File: config.mk
export PLATFORM = sky130hd
export DESIGN_NAME = rwnh_ctrl
export DESIGN_NICKNAME = d
export VERILOG_FILES = /design/src/rtl/core/rwnh_pkg.sv /design/src/rtl/core/rwnh_ctrl.sv
export SDC_FILE = /design/constraint.sdc
export NUM_CORES = 1
export LEC_CHECK = 0
export BUFFER_PORTS_ARGS = -buffer_cell sky130_fd_sc_hd__buf_4
export CAP_MARGIN = 10
export CORE_MARGIN = 2
export CORE_UTILIZATION = 52
export DETAILED_ROUTE_END_ITERATION = 16
export HOLD_SLACK_MARGIN = 0.05
export PLACE_DENSITY = 0.81
export SYNTH_ARGS = -nofsm -noshare
export SYNTH_HDL_FRONTEND = slang
export SYNTH_SLANG_ARGS = --single-unit
File: constraint.sdc
create_clock -name aclk -period 2.74 [get_ports aclk]
set_clock_uncertainty 0.05 [all_clocks]
set_input_delay 0.548 -clock aclk [delete_from_list [all_inputs] [get_ports aclk]]
set_output_delay 0.548 -clock aclk [all_outputs]
set_load 0.02 [all_outputs]
File: src/rtl/core/rwnh_pkg.sv
// ----------------------------------------------------------------------------
// rwnh_pkg
// shared types and constants of the ray/wall nearest hit unit
// ----------------------------------------------------------------------------
`default_nettype none
package rwnh_pkg;
    localparam int DIST_W = 23;
    localparam int COUNT_W = 9;
    localparam int FIELD_W = 24;
    localparam int IDX_W = 8;
    localparam logic [DIST_W-1:0] FAR_RESET = 23'd256000;

    typedef enum logic [0:0] {
        CFG_MAX_DISTANCE = 1'b0,
        CFG_WALL_COUNT   = 1'b1
    } cfg_index_t;

    localparam logic KIND_LOAD = 1'b0;
    localparam logic KIND_CAST = 1'b1;

    // controller to datapath
    typedef struct packed {
        logic load_ray;   // capture ray and reset best distance
        logic issue;      // present the current wall read data to the test stage
        logic div_start;
        logic sqrt_start;
        logic update;     // compare distance with best
    } dp_cmd_t;

    // datapath to controller
    typedef struct packed {
        logic crossing;
        logic div_done;
        logic sqrt_done;
    } dp_stat_t;
endpackage
`default_nettype wire

File: src/rtl/core/rwnh_ctrl.sv
// ----------------------------------------------------------------------------
// rwnh_ctrl
// sequencer for wall loads and ray casts
// ----------------------------------------------------------------------------
`default_nettype none
module rwnh_ctrl #(
    parameter int AW = 8,
    parameter int CW = 9
) (
    input  wire logic                aclk,
    input  wire logic                aresetn,
    input  wire logic                in_valid,
    input  wire logic                in_kind,
    output logic                     in_ready,
    output logic                     out_valid,
    input  wire logic                out_ready,
    input  wire logic [CW-1:0]       limit,
    output logic [AW-1:0]            raddr,
    output rwnh_pkg::dp_cmd_t        cmd,
    input  wire rwnh_pkg::dp_stat_t  stat
);
    typedef enum logic [2:0] {
        ST_IDLE, ST_WALK, ST_DRAIN, ST_DIV, ST_SQRT, ST_UPD, ST_OUT
    } state_t;

    state_t          state_reg;
    logic [CW-1:0]   walk_reg;     // next wall to read
    logic [CW-1:0]   resume_reg;   // wall to re-read after a crossing
    logic [1:0]      drain_reg;
    logic            out_valid_reg;

    logic            rd_ok;
    assign rd_ok = walk_reg < limit;
    assign raddr = AW'(walk_reg);
    assign in_ready = (state_reg == ST_IDLE) && !out_valid_reg;
    assign out_valid = out_valid_reg;

    logic accept_cast;
    assign accept_cast = in_valid && in_ready && (in_kind == rwnh_pkg::KIND_CAST);

    // issue goes high when the wall read in the cycle before enters the test pipeline
    logic issue_reg;
    always_comb begin
        cmd = '0;
        cmd.load_ray   = accept_cast;
        cmd.issue      = issue_reg;
        cmd.div_start  = stat.crossing && (state_reg == ST_WALK || state_reg == ST_DRAIN);
        cmd.sqrt_start = (state_reg == ST_DIV) && stat.div_done;
        cmd.update     = (state_reg == ST_UPD);
    end

    always_ff @(posedge aclk) begin
        if (!aresetn) begin
            state_reg     <= ST_IDLE;
            walk_reg      <= '0;
            resume_reg    <= '0;
            drain_reg     <= '0;
            issue_reg     <= 1'b0;
            out_valid_reg <= 1'b0;
        end else begin
            if (out_valid_reg && out_ready) out_valid_reg <= 1'b0;
            issue_reg <= 1'b0;
            unique case (state_reg)
                ST_IDLE: if (accept_cast) begin
                    walk_reg  <= '0;
                    drain_reg <= 2'd0;
                    state_reg <= ST_WALK;
                end
                ST_WALK: begin
                    if (stat.crossing) begin
                        // result of wall walk-4 crossed, rewind after it
                        resume_reg <= walk_reg - CW'(3);
                        walk_reg   <= walk_reg - CW'(3);
                        state_reg  <= ST_DIV;
                    end else if (rd_ok) begin
                        issue_reg <= 1'b1;
                        walk_reg  <= walk_reg + CW'(1);
                    end else begin
                        drain_reg <= 2'd3;
                        state_reg <= ST_DRAIN;
                    end
                end
                ST_DRAIN: begin
                    // wall walk-drain is the one being tested
                    if (stat.crossing) begin
                        resume_reg <= walk_reg - CW'(drain_reg - 2'd1);
                        walk_reg   <= walk_reg - CW'(drain_reg - 2'd1);
                        state_reg  <= ST_DIV;
                    end else if (drain_reg == 2'd1) begin
                        state_reg <= ST_OUT;
                    end else begin
                        drain_reg <= drain_reg - 2'd1;
                    end
                end
                ST_DIV: if (stat.div_done) state_reg <= ST_SQRT;
                ST_SQRT: if (stat.sqrt_done) state_reg <= ST_UPD;
                ST_UPD: begin
                    walk_reg  <= resume_reg;
                    state_reg <= ST_WALK;
                end
                ST_OUT: if (!out_valid_reg) begin
                    out_valid_reg <= 1'b1;
                    state_reg     <= ST_IDLE;
                end
                default: state_reg <= ST_IDLE;
            endcase
        end
    end
endmodule
`default_nettype wire

==> impl_metrics.env <==
export IMPL_cts_resized_gates=0
export IMPL_synthCells=299
export IMPL_synth_common_cells="nand2_1 (27), nor2_1 (26), dfxtp_1 (25)"
export IMPL_pin_count=32
export IMPL_whs_path_depth=2
export IMPL_num_vias=2313
export IMPL_worst_slack_ns=0.09359
export IMPL_nets=364
export IMPL_synth_top_cell_area_share=0.2212
export IMPL_cp_cell_sequence="buf_4 -> ha_1 -> nor3_1 -> nand2_1 -> o22ai_1 -> xnor2_1 -> nor2_1 -> a221oi_1 -> o2bb2ai_1"
export IMPL_combPwrFrac=0.625
export IMPL_root_buffer="clkbuf_8"
export IMPL_worst_ep_arrival_time_ns=2.78
export IMPL_path_clk_slew_ns=0.10
export IMPL_antenna_found_initial=0
export IMPL_synth_seq_cells=25
export IMPL_worstSetupStartpointType="register"
export IMPL_powerDensity_mw_per_mm2=767.2
export IMPL_hold_viol=0
export IMPL_dpl_hpwl_mm=4.659
export IMPL_ir_worst_vdd_v=0.0005558
export IMPL_n_antenna_cell=0
export IMPL_busiest_layer="met2"
export IMPL_cts_setup_buffers=0
export IMPL_use_met1=0.3511
export IMPL_reg2reg_slack_ns=0.09
export IMPL_grt_max_degree=18
export IMPL_clkLatencyLatePin_ns=0.28
export IMPL_wl_mm=6.276
export IMPL_pre_cts_ws_ns=0.02969
export IMPL_grt_util_all_layers=0.2525
export IMPL_grt_remaining_overflow=0
export IMPL_clock_fmax_ghz=0.3779
export IMPL_first_pass_iters=6
export IMPL_synth_area_mm2=0.002262
export IMPL_slew_viol_final=0
export IMPL_synth_cell_type_count=58
export IMPL_synthTopCellsByArea="dfxtp_1 (22%), ha_1 (11%), a21oi_1 (4.9%)"
export IMPL_cts_buffers=3
export IMPL_critical_path_top_delay_family="simple AND/OR/NAND/NOR gates"
export IMPL_maxCapViolCount=0
export IMPL_worstMarginPinSlew_ns=0.8220
export IMPL_period_minus_slack_ns=2.646
export IMPL_initial_core_util=0.5536
export IMPL_yosysMostFrequentCell="nand2_1"
export IMPL_rr_startpoint="walk_reg[1]"
export IMPL_vias_per_cell=6.152
export IMPL_grt_first_pass_wirelength_mm=10.12
export IMPL_drt_iter0_markers=304
export IMPL_rsz0062_at_grt="false"
export IMPL_swShare=0.4603
export IMPL_finalCritPeriodShare=0.9658
export IMPL_timing_critical_path_buf_inv=1
export IMPL_stdcell_area_mm2=0.002661
export IMPL_synth_warning_count=0
export IMPL_hold_end="resume_reg[0]"
export IMPL_drc=0
export IMPL_p_leak_nw=1.207
export IMPL_critPathMaxStageDelay_ns=0.55
export IMPL_ant_nets=0
export IMPL_hold_class="reg2reg"
export IMPL_synth_nets=336
export IMPL_hold_buffers=0
export IMPL_die_area_mm2=0.004894
export IMPL_dp_cells=372
export IMPL_rr_worst_depth=9
export IMPL_power_total_mw=2.042
export IMPL_p_int_mw=1.102
export IMPL_die_w_um=69.96
export IMPL_clock_sinks=25
export IMPL_critical_path_class="reg2reg"
export IMPL_rows=23
export IMPL_synth_edf_count=0
export IMPL_finalSetupViolations=0
export IMPL_final_cells=376
export IMPL_port_buffers=31
export IMPL_hold_ws_ns=0.4094
export IMPL_tritoncts="yes"
export IMPL_synthFlopType="dfxtp_1"
export IMPL_critPathRequiredTime_ns=2.87
export IMPL_area_growth_pct=17.64
export IMPL_seq_power_share=0.257
export IMPL_async_flop_share=0
export IMPL_post_route_util=0.6513
export IMPL_worstHoldStart="resume_reg[0]"
export IMPL_regToRegEndpoint="walk_reg[6]"
export IMPL_dpl_cell_area_mm2=0.002549
export IMPL_critPathSlowestCell="nor3_1"
export IMPL_core_mm2=0.004086
export IMPL_drive_gt1_frac=0.2086
export IMPL_slew_headroom=0.4450
export IMPL_met3_usage=0.03319
export IMPL_avgSynthCellArea_um2=7.566
export IMPL_p_switching_mw=0.9399
export IMPL_grt_use_met2=0.4180
export IMPL_finalSetupTns_ns=0
export IMPL_synth_top_area_cell="dfxtp_1"
export IMPL_crit_fanout=6
export IMPL_die_h_um=69.96
export IMPL_clockPowerShare=0.118
export IMPL_htreeDepth=1
export IMPL_yosysSeqAreaShare=0.2212
export IMPL_grt_pass1_vias=2083
export IMPL_wire_per_inst_um=16.69
export IMPL_clockBufferDepth=2
export IMPL_setup_worst_path_end_class="register"
export IMPL_worstSetupPathDepth=9
export IMPL_status="completed"
export IMPL_routabilityCongestion=0.9540
-- logic make-up (layout without fill, tap and decap cells) --
kind of cell / after synthesis / count (layout) / synth area share
xor+xnor: 18 / 18 / 0.06969
flops: 25 / 25 / 0.2212
fa+ha+maj: 20 / 20 / 0.1139
simple gates: 97 / 97 / 0.2129
mux: 1 / 1 / 0.004425
buf+inv: 46 / 73 / 0.09347
compound gates: 92 / 92 / 0.2843
-- metal layers --
metal,share of wire,routed length (um)
met5,0,0
met4,0.018,112
met3,0.078,490
met2,0.48,3021
met1,0.42,2651
-- cell usage in the layout (no fill, tap or decap), types with 2 or more instances in the layout --
cell type,instances
a21oi_1,22
a211oi_1,5
a221oi_1,5
nor4_1,3
clkbuf_8,3
and2_1,2
o2111ai_1,2
nor2_1,26
nor3_1,7
and3_1,4
nand2b_1,8
o221ai_1,2
o21a_1,3
ha_4,3
ha_1,15
o211ai_1,3
o21ai_0,21
a31oi_4,2
a22oi_1,2
xnor2_1,11
a21o_1,3
dfxtp_1,24
o211a_1,3
o22ai_1,2
nor2b_1,4
buf_4,47
o2bb2ai_1,5
nand3_1,6
xor2_1,6
nand2_1,27
inv_1,20
-- worst max-delay path by stage --
stage	slack [ns]	startpoint	end
final	0.09	walk_reg[1]	walk_reg[6]
after global routing	0.005	drain_reg[0]	walk_reg[8]
after CTS	0.01	drain_reg[0]	walk_reg[8]
after detailed placement	0.03	drain_reg[0]	walk_reg[8]
after global placement	0.14	drain_reg[0]	walk_reg[8]
after floorplan	0.16	drain_reg[0]	walk_reg[8]
-- area by class of cell --
cell class                 instances  area, um2
fill                             359       1425
timing repair buffer              47      352.8
sequential                        25      501.7
clock inverter                     1      7.507
multi-input combinational        228       1613
clock buffer                       3      41.29
inverter                          22      82.58
tap                               50      62.56
-- tightest hold or removal path, stage by stage (launching register included) --
cell     delay [ns]
dfxtp_1        0.32
nand2_1        0.05
a21oi_1        0.05
-- power by group through the flow --
stage	clock [mW]	combinational (mW)	sequential, mW
detailed placement	0	1.18	0.528
finish	0.241	1.28	0.524
global placement	0	1.15	0.527
global route	0.253	1.39	0.539
floorplan	0	0.879	0.501
CTS	0.238	1.19	0.519
(Power assumes the default switching activity.)
